File: config.mk
export PLATFORM = sky130hd
export DESIGN_NAME = sensor_frame_crc_deframer_core
export DESIGN_NICKNAME = d
export VERILOG_FILES = /design/src/rtl/sfcd_pkg.sv /design/src/rtl/sfcd_front.sv /design/src/rtl/sfcd_back.sv /design/src/rtl/sensor_frame_crc_deframer_core.sv
export SDC_FILE = /design/constraint.sdc
export NUM_CORES = 1
export LEC_CHECK = 0
export BUFFER_PORTS_ARGS = -buffer_cell sky130_fd_sc_hd__buf_4
export CAP_MARGIN = 25
export CORE_ASPECT_RATIO = 1.75
export CORE_MARGIN = 2
export CORE_UTILIZATION = 61
export CTS_CLUSTER_DIAMETER = 40
export CTS_CLUSTER_SIZE = 40
export DETAILED_ROUTE_END_ITERATION = 6
export HOLD_SLACK_MARGIN = 0.1
export PLACE_DENSITY_LB_ADDON = 0.12
export REMOVE_ABC_BUFFERS = 1
export SYNTH_ARGS = -nofsm -noshare
export SYNTH_HDL_FRONTEND = slang
export SYNTH_SLANG_ARGS = --single-unit
File: constraint.sdc
create_clock -name clk -period 5.15 [get_ports clk]
set_input_delay 1.03 -clock clk [delete_from_list [all_inputs] [get_ports clk]]
set_output_delay 1.03 -clock clk [all_outputs]
set_load 0.02 [all_outputs]
File: src/rtl/sfcd_pkg.sv
// ----------------------------------------------------------------------------
// sfcd_pkg: shared types and constants of the sensor frame deframer
// Holds the queue entry format, the operation and verdict codes and the
// CRC-8 byte update used by the frame parser.
// ----------------------------------------------------------------------------
`default_nettype none

package sfcd_pkg;

    localparam int SENSOR_COUNT_DEF = 16;
    localparam int MAX_PAYLOAD      = 32;
    localparam int MAX_PAIRS        = MAX_PAYLOAD / 2;
    localparam logic [7:0] CRC_POLY = 8'h07;

    // Register map (word index)
    localparam logic REG_OK_STATUS = 1'b0;

    typedef enum logic [1:0] {
        OP_BYTE  = 2'd0,
        OP_START = 2'd1,
        OP_READ  = 2'd2
    } op_t;

    typedef enum logic [1:0] {
        VERDICT_STORED    = 2'd0,
        VERDICT_NOT_STORED = 2'd1,
        VERDICT_LEN_ERROR = 2'd2,
        VERDICT_CRC_ERROR = 2'd3
    } verdict_t;

    typedef enum logic {
        KIND_VERDICT = 1'b0,
        KIND_READ    = 1'b1
    } kind_t;

    // One classified beat waiting between the front and the back end.
    typedef struct packed {
        op_t        op;
        logic [7:0] data;
        logic [3:0] channel;
    } cmd_t;

    // CRC-8, MSB first, one byte per call.
    function automatic logic [7:0] crc8_step(input logic [7:0] crc, input logic [7:0] b);
        logic [7:0] v;
        v = crc ^ b;
        for (int k = 0; k < 8; k++) begin
            v = v[7] ? ((v << 1) ^ CRC_POLY) : (v << 1);
        end
        return v;
    endfunction

endpackage

`default_nettype wire

File: src/rtl/sfcd_front.sv
// ----------------------------------------------------------------------------
// sfcd_front: input classification and command queue
// Sorts each accepted beat into a read, a frame start or a frame byte and
// holds it in a two-entry queue until the back end takes it.
// ----------------------------------------------------------------------------
`default_nettype none

module sfcd_front
    import sfcd_pkg::*;
(
    input  wire logic        clk,
    input  wire logic        rst_n,
    input  wire logic        s_tvalid,
    output logic             s_tready,
    input  wire logic [15:0] s_tdata,   // [7:0] rx_byte, [11:8] channel, zero fill
    input  wire logic [1:0]  s_tuser,   // [0] func, [1] frame_start
    output logic             q_valid,
    output cmd_t             q_cmd,
    input  wire logic        q_pop
);

    cmd_t       slot_reg [2];
    logic       wr_ptr_reg, wr_ptr_next;
    logic       rd_ptr_reg, rd_ptr_next;
    logic [1:0] count_reg, count_next;
    cmd_t       in_cmd;
    logic       push;

    always_comb
    begin
        in_cmd.data    = s_tdata[7:0];
        in_cmd.channel = s_tdata[11:8];
        priority if (s_tuser[0])
            in_cmd.op = OP_READ;
        else if (s_tuser[1])
            in_cmd.op = OP_START;
        else
            in_cmd.op = OP_BYTE;
    end

    assign s_tready = (count_reg != 2'd2);
    assign push     = s_tvalid && s_tready;
    assign q_valid  = (count_reg != 2'd0);
    assign q_cmd    = slot_reg[rd_ptr_reg];

    always_comb
    begin
        wr_ptr_next = push ? ~wr_ptr_reg : wr_ptr_reg;
        rd_ptr_next = q_pop ? ~rd_ptr_reg : rd_ptr_reg;
        count_next  = count_reg + 2'(push) - 2'(q_pop);
    end

    always_ff @(posedge clk or negedge rst_n)
    begin
        if (!rst_n)
        begin
            wr_ptr_reg <= 1'b0;
            rd_ptr_reg <= 1'b0;
            count_reg  <= 2'd0;
        end
        else
        begin
            wr_ptr_reg <= wr_ptr_next;
            rd_ptr_reg <= rd_ptr_next;
            count_reg  <= count_next;
        end
    end

    always_ff @(posedge clk)
    begin
        if (push)
            slot_reg[wr_ptr_reg] <= in_cmd;
    end

endmodule

`default_nettype wire

File: src/rtl/sfcd_back.sv
// ----------------------------------------------------------------------------
// sfcd_back: frame parser, sensor store and result register
// Runs the frame byte counter and CRC, stages payload pairs in a shadow
// store, commits them on a good frame and answers channel reads.
// ----------------------------------------------------------------------------
`default_nettype none

module sfcd_back
    import sfcd_pkg::*;
#(
    parameter int SENSOR_COUNT = SENSOR_COUNT_DEF
)
(
    input  wire logic        clk,
    input  wire logic        rst_n,
    input  wire logic [7:0]  ok_status_code,
    input  wire logic        q_valid,
    input  wire cmd_t        q_cmd,
    output logic             q_pop,
    output logic             m_tvalid,
    input  wire logic        m_tready,
    output logic [39:0]      m_tdata,
    output logic             m_tuser
);

    // Only sixteen pairs fit in a maximum payload, so no more lanes are needed.
    localparam int STORE_DEPTH = (SENSOR_COUNT < MAX_PAIRS) ? SENSOR_COUNT : MAX_PAIRS;

    logic [5:0]  pos_reg, pos_next;
    logic        dropped_reg, dropped_next;
    logic [7:0]  status_reg, status_next;
    logic [5:0]  len_reg, len_next;
    logic [7:0]  crc_reg, crc_next;
    logic [7:0]  low_byte_reg;
    logic [15:0] store_reg  [STORE_DEPTH];
    logic [15:0] shadow_reg [STORE_DEPTH];
    logic [STORE_DEPTH-1:0] pending_reg, pending_next;

    logic        out_valid_reg, out_valid_next;
    kind_t       out_kind_reg, out_kind_next;
    verdict_t    out_verdict_reg, out_verdict_next;
    logic [7:0]  out_status_reg, out_status_next;
    logic [7:0]  out_len_reg, out_len_next;
    logic [15:0] out_value_reg, out_value_next;

    logic        low_wr;
    logic        pair_wr;
    logic        commit;
    logic        emit;
    logic [5:0]  payload_idx;
    logic [3:0]  pair_idx;
    logic [15:0] read_value;

    assign q_pop       = q_valid && (!out_valid_reg || m_tready);
    assign payload_idx = pos_reg - 6'd2;
    assign pair_idx    = payload_idx[4:1];

    always_comb
    begin
        read_value = '0;
        for (int i = 0; i < STORE_DEPTH; i++)
        begin
            if (q_cmd.channel == 4'(i))
                read_value = store_reg[i];
        end
    end

    // Parser next state and result selection.
    always_comb
    begin
        pos_next         = pos_reg;
        dropped_next     = dropped_reg;
        status_next      = status_reg;
        len_next         = len_reg;
        crc_next         = crc_reg;
        pending_next     = pending_reg;
        low_wr           = 1'b0;
        pair_wr          = 1'b0;
        commit           = 1'b0;
        emit             = 1'b0;
        out_kind_next    = KIND_VERDICT;
        out_verdict_next = VERDICT_STORED;
        out_status_next  = 8'd0;
        out_len_next     = 8'd0;
        out_value_next   = 16'd0;

        if (q_pop)
        begin
            unique case (q_cmd.op)
                OP_READ:
                begin
                    emit           = 1'b1;
                    out_kind_next  = KIND_READ;
                    out_value_next = read_value;
                end
                OP_START:
                begin
                    status_next  = q_cmd.data;
                    len_next     = 6'd0;
                    crc_next     = crc8_step(8'd0, q_cmd.data);
                    dropped_next = 1'b0;
                    pos_next     = 6'd1;
                    pending_next = '0;
                end
                OP_BYTE:
                begin
                    if (pos_reg == 6'd0 || dropped_reg)
                    begin
                        // Idle or dropped frame: the byte is ignored.
                    end
                    else if (pos_reg == 6'd1)
                    begin
                        if (q_cmd.data > 8'(MAX_PAYLOAD))
                        begin
                            emit             = 1'b1;
                            out_verdict_next = VERDICT_LEN_ERROR;
                            out_status_next  = status_reg;
                            out_len_next     = q_cmd.data;
                            dropped_next     = 1'b1;
                            pos_next         = 6'd0;
                        end
                        else
                        begin
                            len_next = q_cmd.data[5:0];
                            crc_next = crc8_step(crc_reg, q_cmd.data);
                            pos_next = 6'd2;
                        end
                    end
                    else if ({1'b0, pos_reg} < 7'd2 + {1'b0, len_reg})
                    begin
                        crc_next = crc8_step(crc_reg, q_cmd.data);
                        pos_next = pos_reg + 6'd1;
                        if (!payload_idx[0])
                            low_wr = 1'b1;
                        else
                        begin
                            pair_wr = 1'b1;
                            for (int i = 0; i < STORE_DEPTH; i++)
                            begin
                                if (pair_idx == 4'(i))
                                    pending_next[i] = 1'b1;
                            end
                        end
                    end
                    else
                    begin
                        // Check byte closes the frame.
                        pos_next        = 6'd0;
                        emit            = 1'b1;
                        out_status_next = status_reg;
                        out_len_next    = {2'b00, len_reg};
                        if (q_cmd.data != crc_reg)
                            out_verdict_next = VERDICT_CRC_ERROR;
                        else if (status_reg == ok_status_code && len_reg >= 6'd2)
                        begin
                            out_verdict_next = VERDICT_STORED;
                            commit           = 1'b1;
                        end
                        else
                            out_verdict_next = VERDICT_NOT_STORED;
                    end
                end
                default:
                begin
                end
            endcase
        end

        priority if (q_pop && emit)
            out_valid_next = 1'b1;
        else if (m_tready)
            out_valid_next = 1'b0;
        else
            out_valid_next = out_valid_reg;
    end

    always_ff @(posedge clk or negedge rst_n)
    begin
        if (!rst_n)
        begin
            pos_reg       <= 6'd0;
            dropped_reg   <= 1'b0;
            status_reg    <= 8'd0;
            len_reg       <= 6'd0;
            crc_reg       <= 8'd0;
            pending_reg   <= '0;
            out_valid_reg <= 1'b0;
            for (int i = 0; i < STORE_DEPTH; i++)
                store_reg[i] <= 16'd0;
        end
        else
        begin
            pos_reg       <= pos_next;
            dropped_reg   <= dropped_next;
            status_reg    <= status_next;
            len_reg       <= len_next;
            crc_reg       <= crc_next;
            pending_reg   <= pending_next;
            out_valid_reg <= out_valid_next;
            if (commit)
            begin
                for (int i = 0; i < STORE_DEPTH; i++)
                begin
                    if (pending_reg[i])
                        store_reg[i] <= shadow_reg[i];
                end
            end
        end
    end

    always_ff @(posedge clk)
    begin
        if (low_wr)
            low_byte_reg <= q_cmd.data;
        if (pair_wr)
        begin
            for (int i = 0; i < STORE_DEPTH; i++)
            begin
                if (pair_idx == 4'(i))
                    shadow_reg[i] <= {q_cmd.data, low_byte_reg};
            end
        end
        if (q_pop && emit)
        begin
            out_kind_reg    <= out_kind_next;
            out_verdict_reg <= out_verdict_next;
            out_status_reg  <= out_status_next;
            out_len_reg     <= out_len_next;
            out_value_reg   <= out_value_next;
        end
    end

    assign m_tvalid = out_valid_reg;
    assign m_tuser  = out_kind_reg;
    assign m_tdata  = {6'd0, out_value_reg, out_len_reg, out_status_reg, out_verdict_reg};

endmodule

`default_nettype wire

File: src/rtl/sensor_frame_crc_deframer_core.sv
// ----------------------------------------------------------------------------
// sensor_frame_crc_deframer_core: CRC-8 checked response frame parser
// A beat passes through the front-end queue and then the back-end result
// register before its result is presented; an output stall holds it there.
// Throughput: one beat per cycle while the output is not stalled.
// Reset (rst_n, asynchronous, active low) clears the parser, the queue, the
// sensor store and the ok status register; no clearing pass follows reset.
// ----------------------------------------------------------------------------
`default_nettype none

// The block is split into a front end and a back end with a short queue
// between them. The front end accepts a beat, decides whether it is a channel
// read, the start of a frame or an ordinary frame byte, and queues it. The
// back end owns all frame state: the byte position, the running CRC, the
// header fields and the sensor store. It takes one queued beat per cycle
// whenever its result register is free or being emptied, so a stalled
// output does not stop the input until the queue fills.
//
// Payload pairs are written into a shadow copy of the store as they arrive,
// with a pending bit per channel. On a frame with a good CRC, the ok status
// and at least one whole pair, the pending channels are copied into the
// sensor store together; other frames leave the store untouched.

module sensor_frame_crc_deframer_core
    import sfcd_pkg::*;
#(
    parameter int SENSOR_COUNT = SENSOR_COUNT_DEF
)
(
    input  wire logic        clk,
    input  wire logic        rst_n,
    // Configuration port
    input  wire logic        psel,
    input  wire logic        penable,
    input  wire logic        pwrite,
    input  wire logic [2:0]  paddr,
    input  wire logic [31:0] pwdata,
    output logic [31:0]      prdata,
    output logic             pready,
    // Input stream
    input  wire logic        s_tvalid,
    output logic             s_tready,
    input  wire logic [15:0] s_tdata,   // [7:0] rx_byte, [11:8] channel, zero fill
    input  wire logic [1:0]  s_tuser,   // [0] func, [1] frame_start
    // Result stream
    output logic             m_tvalid,
    input  wire logic        m_tready,
    output logic [39:0]      m_tdata,   // [1:0] verdict, [9:2] device_status,
                                        // [17:10] payload_length,
                                        // [33:18] sensor_value, zero fill
    output logic             m_tuser    // [0] result_kind
);

    logic [7:0] ok_status_reg, ok_status_next;
    logic       q_valid;
    logic       q_pop;
    cmd_t       q_cmd;

    // Register file: a single word, the ok status code, at byte address 0.
    assign pready = 1'b1;

    always_comb
    begin
        ok_status_next = ok_status_reg;
        if (psel && penable && pwrite && paddr[2] == REG_OK_STATUS)
            ok_status_next = pwdata[7:0];
    end

    always_comb
    begin
        if (paddr[2] == REG_OK_STATUS)
            prdata = {24'd0, ok_status_reg};
        else
            prdata = 32'd0;
    end

    always_ff @(posedge clk or negedge rst_n)
    begin
        if (!rst_n)
            ok_status_reg <= 8'd0;
        else
            ok_status_reg <= ok_status_next;
    end

    sfcd_front u_front (
        .clk      (clk),
        .rst_n    (rst_n),
        .s_tvalid (s_tvalid),
        .s_tready (s_tready),
        .s_tdata  (s_tdata),
        .s_tuser  (s_tuser),
        .q_valid  (q_valid),
        .q_cmd    (q_cmd),
        .q_pop    (q_pop)
    );

    sfcd_back #(
        .SENSOR_COUNT (SENSOR_COUNT)
    ) u_back (
        .clk            (clk),
        .rst_n          (rst_n),
        .ok_status_code (ok_status_reg),
        .q_valid        (q_valid),
        .q_cmd          (q_cmd),
        .q_pop          (q_pop),
        .m_tvalid       (m_tvalid),
        .m_tready       (m_tready),
        .m_tdata        (m_tdata),
        .m_tuser        (m_tuser)
    );

endmodule

`default_nettype wire
Yosys cells after proc, flatten, opt, wreduce, memory -nomap -nowiden:

Memory sizes are Yosys's and may differ from the RTL's. A register that Yosys moved wholly into a read port is not among the register bits.
Cells that the tools add are included.

* $add $sub $neg: 5
* multipliers: 0
* divide/modulo/power cells: 0
* order comparisons: 3
* eq/ne operators: 61
* shift-type cells: 0
* muxes and demuxes: 208
* bitwise gates (word level): 22
* reductions and logical operators: 87

Operators by type and width (count)
* $mux W16: 35
* $reduce_or A16 Y1: 15
* $mux W1: 113
* $reduce_and A7 Y1: 16
* $mux W8: 10
* $eq A4 B4 Y1 const B: 16
* $mux W4: 15
* $mux W3: 16
* $not A3 Y3: 16
* $mux W6: 7
* $ne A2 B1 Y1 const B: 20
* $reduce_and A2 Y1: 18
* $eq A4 B3 Y1 const B: 8
* $pmux W16 S2: 1
* $pmux W6 S2: 2
* $logic_not A1 Y1: 17
* $eq A4 B2 Y1 const B: 4
* $pmux W8 S2: 1
* $reduce_and A5 Y1: 3
* $mux W2: 6
* $eq A4 B1 Y1 const B: 2
* $eq A8 B8 Y1: 1
* $gt A8 B6 Y1 const B: 1
* $logic_not A4 Y1: 2
* 24 further kinds: 41

* bits in registers: 101
* bits in latches: 0
* memory bits (writable): 284
* bits in read-only memories: 0
* input bits: 60
* output and inout bits: 76
* word-level logic and storage cells: 420
* memories: 2

Memories
* u_back.shadow_reg: words 16, bits a word 16, read ports 16, clocked after Yosys merged registers in 16, write ports 1, RTL line sfcd_back.sv:36 `logic [15:0] shadow_reg [STORE_DEPTH];`
* u_front.slot_reg: words 2, bits a word 14, read ports 1, clocked after Yosys merged registers in 0, write ports 1, RTL line sfcd_front.sv:22 `cmd_t slot_reg [2];`

Logic depth before layout (Yosys ltp):

* depth in word-level cells: 25
* gate-level depth with buffers: 14
* gate-level depth less buffers: 9

Hierarchy:

From an unflattened synthesis, not the netlist that was laid out.

* cells, all modules: 1595
* area, all modules: 26441.6 µm²

Modules (own cells, without submodules)
* sfcd_back: instances 1, cells an instance 1481, area an instance 24602.3 µm², seq. area each 16535.9 µm²
* sfcd_front: instances 1, cells an instance 62, area an instance 1260.0 µm², seq. area each 940.9 µm²
* sensor_frame_crc_deframer_core: instances 1, cells an instance 52, area an instance 579.3 µm², seq. area each 200.2 µm²

Worst setup path before layout:

Ideal clock, no wire load.

* path kind: register to register
* from: register u_front.rd_ptr_reg
* to: register u_back.out_kind_reg (netlist: u_back.m_tuser), enable pin
* library setup time: 0.427 ns
* arrival: 4.134 ns
* required time: 4.723 ns
* slack: 0.589 ns
* cell stages (with the launch flop): 12
* path buffers: 2
* clock period less this slack: 4.561 ns
* path through: dfrtp_1 buf_6 mux2i_1 inv_1 ha_1 and3_1 and3_1 nor3_1 a31o_2 clkbuf_1 a21oi_1 nor2_1

RTL lines
* from (decl): RTL line sfcd_front.sv:24 `logic rd_ptr_reg, rd_ptr_next;`
* from (signal assigned): RTL line sfcd_front.sv:64 `rd_ptr_reg <= rd_ptr_next;`
* to (signal assigned): RTL line sfcd_back.sv:225 `out_kind_reg <= out_kind_next;`
* to (decl): RTL line sfcd_back.sv:40 `kind_t out_kind_reg, out_kind_next;`

Worst setup path after layout:

* from: register u_front.rd_ptr_reg
* to: register u_back.store_reg[152] in the netlist's numbering (read register of u_back.shadow_reg)

* word-level cells in the longest chain between the ends: 9
* elaborated cells between the ends (all ways): 10
* those cells by class: 1 x eq/ne; 6 x mux; 2 x reduce/logical; 1 x memory

Ends and longest elaborated chain
* $mem_v2 Z2 W14 *
* $ne A8 B8 Y1: RTL line sfcd_back.sv:152 `if (q_cmd.data != crc_reg)`
* $mux W1: RTL line sfcd_back.sv:152
* $mux W1: RTL line sfcd_back.sv:129 `else if ({1'b0, pos_reg} < 7'd2 + {1'b0, len_reg})`
* $mux W1: RTL line sfcd_back.sv:111 `else if (pos_reg == 6'd1)`
* $mux W1: RTL line sfcd_back.sv:107 `if (pos_reg == 6'd0 || dropped_reg)`
* $mux W1 *: RTL line sfcd_back.sv:89 `unique case (q_cmd.op)`
* $mux W1 *: RTL line sfcd_back.sv:87 `if (q_pop)`
* $reduce_and A2 Y1 (no line) *
* to (decl): RTL line sfcd_back.sv:35 `logic [15:0] store_reg [STORE_DEPTH];`

Mark *: on every way between the ends. The rest lies on a longest branch, timed or not.
A chain may end at the register's enable or synchronous reset.

==> flow_summary_export.csv <==
group,metric,value,unit
timing,max_slew_margin,26.5,%
worst_setup_path,timing.critical_path.to,"u_back.store_reg[152]$_DFFE_PN0P_",
run,drv_cap,0,
synthesis,synth_area,0.0274,mm²
global_routing,grt_max_degree,110,
layout,syn_to_final_growth,10.2,%
layout,design_area,0.0302,mm²
layout,fin_nets,2013,
clocking,cts_max_level,2,
global_routing,grt-ovfl-total,0,
synthesis,ys_warn_count,0,
global_routing,antenna_found_initial,0,
global_routing,grt_pass1_vias,17500,
min_path,worst_hold_path_type,"reg2reg",
timing,hold_viol_final,0,
clocking,cts_buffer_depth,3,
worst_setup_path,timing.reg2reg.setup_slack,0.54,ns
routing,drt_iter0_markers,1552,
worst_setup_path,reg2reg_depth,8,
floorplanning,dieWidth,164,µm
placement,port_buffers,74,
worst_setup_path,rr_startpoint,"u_front.rd_ptr_reg$_DFFE_PN0P_",
timing,period_minus_slack,4.61,ns
clocking,clkTransAtPathRegs,0.09,ns
placement,hpwl,46.6,mm
floorplanning,start_util,62.0,%
timing,final_max_slew_viol_count,0,
layout,fill_cells,3097,
clocking,cts_tree,"built",
synthesis,ys_seq_elements,641,
placement,finalWeightedCongestion,0.891,
routing,vias,16600,
timing,fin_crit_sh,89.4,%
timing,fin_worst_skew,0.0230,ns
clocking,hold_buffers,0,
power_and_ir_drop,p_per_area,476,mW/mm²
timing,rsz0062_at_grt,"no",
clocking,cts_buffers,48,
synthesis,ys_types,76,
worst_setup_path,start_kind,"flop",
clocking,worstSkewPairLatency,0.60,ns
clocking,cts_resized,0,
placement,place_area,0.0285,mm²
synthesis,ys.flop_type,"edfxtp_1",
power_and_ir_drop,p_leak,12.7,nW
routing,vias_per_cell,6.53,
worst_setup_path,critPathMaxFanout,32,
floorplanning,die_h,285,µm
timing,final.setup.tns,0,ns
synthesis,synthArstFlopShare,49.0,%
floorplanning,die_area,0.0468,mm²
worst_setup_path,cp.arrival,5.08,ns
synthesis,synth_cells,1870,
timing,fmax,217,MHz
routing,wl,72.4,mm
global_routing,grt_pass1_wl,108,mm
worst_setup_path,required,5.62,ns
clocking,root_buffer,"clkbuf_16",
timing,setup_viol_count_final,0,
routing,ant_nets,0,
synthesis,syn_avg_cell_area,14.7,µm²
status,status,"complete, no violations",
worst_setup_path,setup.worst_path.class,"reg2reg",
synthesis,synth_edf_count,327,
layout,drive_gt1_share,27.4,%
clocking,cts_setup_buffers,0,
layout,diodes,0,
worst_setup_path,worstSetupEndpointType,"flop",
routing,post_drt_wl_per_cell,28.5,µm
global_routing,track_usage,31.6,%
floorplanning,rows,102,
floorplanning,io_pins,136,
clocking,cts_sinks,641,
worst_setup_path,r2r-end,"u_back.store_reg[152]$_DFFE_PN0P_",
worst_setup_path,startpoint,"u_front.rd_ptr_reg$_DFFE_PN0P_",
power_and_ir_drop,ir_drop,0.635,mV
synthesis,synth-seq-area-share,64.4,%
routing,dr.pass1.iters,7,
floorplanning,core,0.0443,mm²
timing,worstMarginPinSlew,1.10,ns
routing,drc_errors,0,
[cells in the mapped netlist (32+ instances only)]
cell type    n  area [µm²]
o22ai_1     40         250
buf_4       32         240
mux2_4     141        2120
nand2_1     56         210
nor2_1      80         300
clkbuf_1    68         255
nor3_1      42         210
o21ai_0     81         405
edfxtp_1   327        9820
dfrtp_1    314        7860
a21oi_1    105         526
mux2_2     134        1510
[critical path, stage by stage, from the launching register on]
cell     delay, ns
dfrtp_2       0.85
mux2i_2       0.79
xor2_1        0.21
ha_1          0.18
nand3_1       0.12
nor3_2        0.29
and3_2        0.80
nand3_2       0.71
mux2_2        0.50
[cells by family (layout without fill, tap and decap cells)]
group	count (synthesis)	in the layout	share of synthesized area (%)
AO/OA/AOI/OAI	402	402	9.50
flip-flops	641	641	64.4
XOR/XNOR	48	48	1.73
adder cells (fa/ha/maj)	18	18	0.821
AND/OR/NAND/NOR	305	305	6.21
buffers and inverters	161	235	3.28
other	2	31	0.0274
multiplexers	293	293	14.0
[final cells by class]
cell class                 count  area, µm²  share of cell area (%)
sequential                   641      17700                    58.5
multi-input combinational   1097       9070                    30.0
clock buffer                  53       1270                    4.20
timing repair buffer         122        948                    3.14
tap                          572        716                    2.37
clock inverter                35        467                    1.54
inverter                      25       93.8                   0.310
[where the power goes]
group / switching [W] / internal (W) / total (W)
sequential: 0.000315 / 0.00591 / 0.00622
combinational: 0.00283 / 0.00128 / 0.00411
clock: 0.00210 / 0.00195 / 0.00405
total: 0.00525 / 0.00913 / 0.0144
[per-layer routing]
| metal | share of wire [%] | global-route usage, % | up-vias |
|---|---|---|---|
| li1 | - | - | 7123 |
| met1 | 35 | 37.0 | 8476 |
| met2 | 52 | 54.4 | 778 |
| met3 | 6.2 | 4.00 | 237 |
| met4 | 7.4 | 20.3 | 0 |
| met5 | 0 | 0 | - |
[worst min path at each step]
stage                                             from                                 to  slack, ns  depth (start not counted)
global route        u_back.shadow_reg[0][15]$_DFFE_PP_  u_back.store_reg[255]$_DFFE_PN0P_       0.46                          1
floorplan           u_back.shadow_reg[15][0]$_DFFE_PP_    u_back.store_reg[0]$_DFFE_PN0P_       0.46                          1
CTS                 u_back.shadow_reg[0][15]$_DFFE_PP_  u_back.store_reg[255]$_DFFE_PN0P_       0.47                          1
finish              u_back.shadow_reg[0][15]$_DFFE_PP_  u_back.store_reg[255]$_DFFE_PN0P_       0.47                          1
detailed placement  u_back.shadow_reg[7][15]$_DFFE_PP_  u_back.store_reg[143]$_DFFE_PN0P_       0.46                          1
global placement     u_back.shadow_reg[4][0]$_DFFE_PP_  u_back.store_reg[176]$_DFFE_PN0P_       0.46                          1
[metrics by stage]
| step | hold slack (ns) | setup WS (ns) | util (%) | power (W) | cells |
|---|---|---|---|---|---|
| finish | 0.467 | 0.544 | 68.3 | 0.0144 | 2545 |
| global route | 0.463 | 0.393 | 68.3 | 0.0149 | 2545 |
| CTS | 0.468 | 0.565 | 68.3 | 0.0144 | 2544 |
| detailed placement | 0.464 | 0.579 | 64.3 | 0.0104 | 2456 |
| global placement | 0.456 | 0.662 | 64.3 | 0.0103 | 2456 |
| floorplan | 0.455 | -0.712 | - | 0.00860 | 1763 |
[layout by cell type (no fill, tap or decap), types with 6 or more instances in the layout]
| master | count |
|---|---|
| edfxtp_1 | 327 |
| dfrtp_1 | 313 |
| mux2_4 | 141 |
| mux2_2 | 134 |
| buf_4 | 119 |
| a21oi_1 | 105 |
| o21ai_0 | 80 |
| nor2_1 | 74 |
| nand2_1 | 56 |
| clkbuf_16 | 49 |
| o22ai_1 | 40 |
| nor3_1 | 35 |
| a22oi_1 | 31 |
| conb_1 | 31 |
| o211ai_1 | 30 |
| xnor2_1 | 27 |
| nand3_1 | 25 |
| inv_1 | 24 |
| ha_1 | 18 |
| xor2_1 | 17 |
| and3_1 | 14 |
| nand3_4 | 14 |
| a211oi_1 | 14 |
| clkinv_8 | 14 |
| mux2i_1 | 13 |
| nor2b_1 | 13 |
| a222oi_1 | 13 |
| a31oi_1 | 12 |
| a221oi_1 | 12 |
| nor3b_1 | 10 |
| a221o_1 | 9 |
| nor3_2 | 8 |
| nor4_1 | 7 |
| a21o_1 | 7 |
| or2_2 | 7 |
| o21a_1 | 7 |
| nand2b_1 | 6 |
No activity file was read; power rests on OpenSTA's default activity.
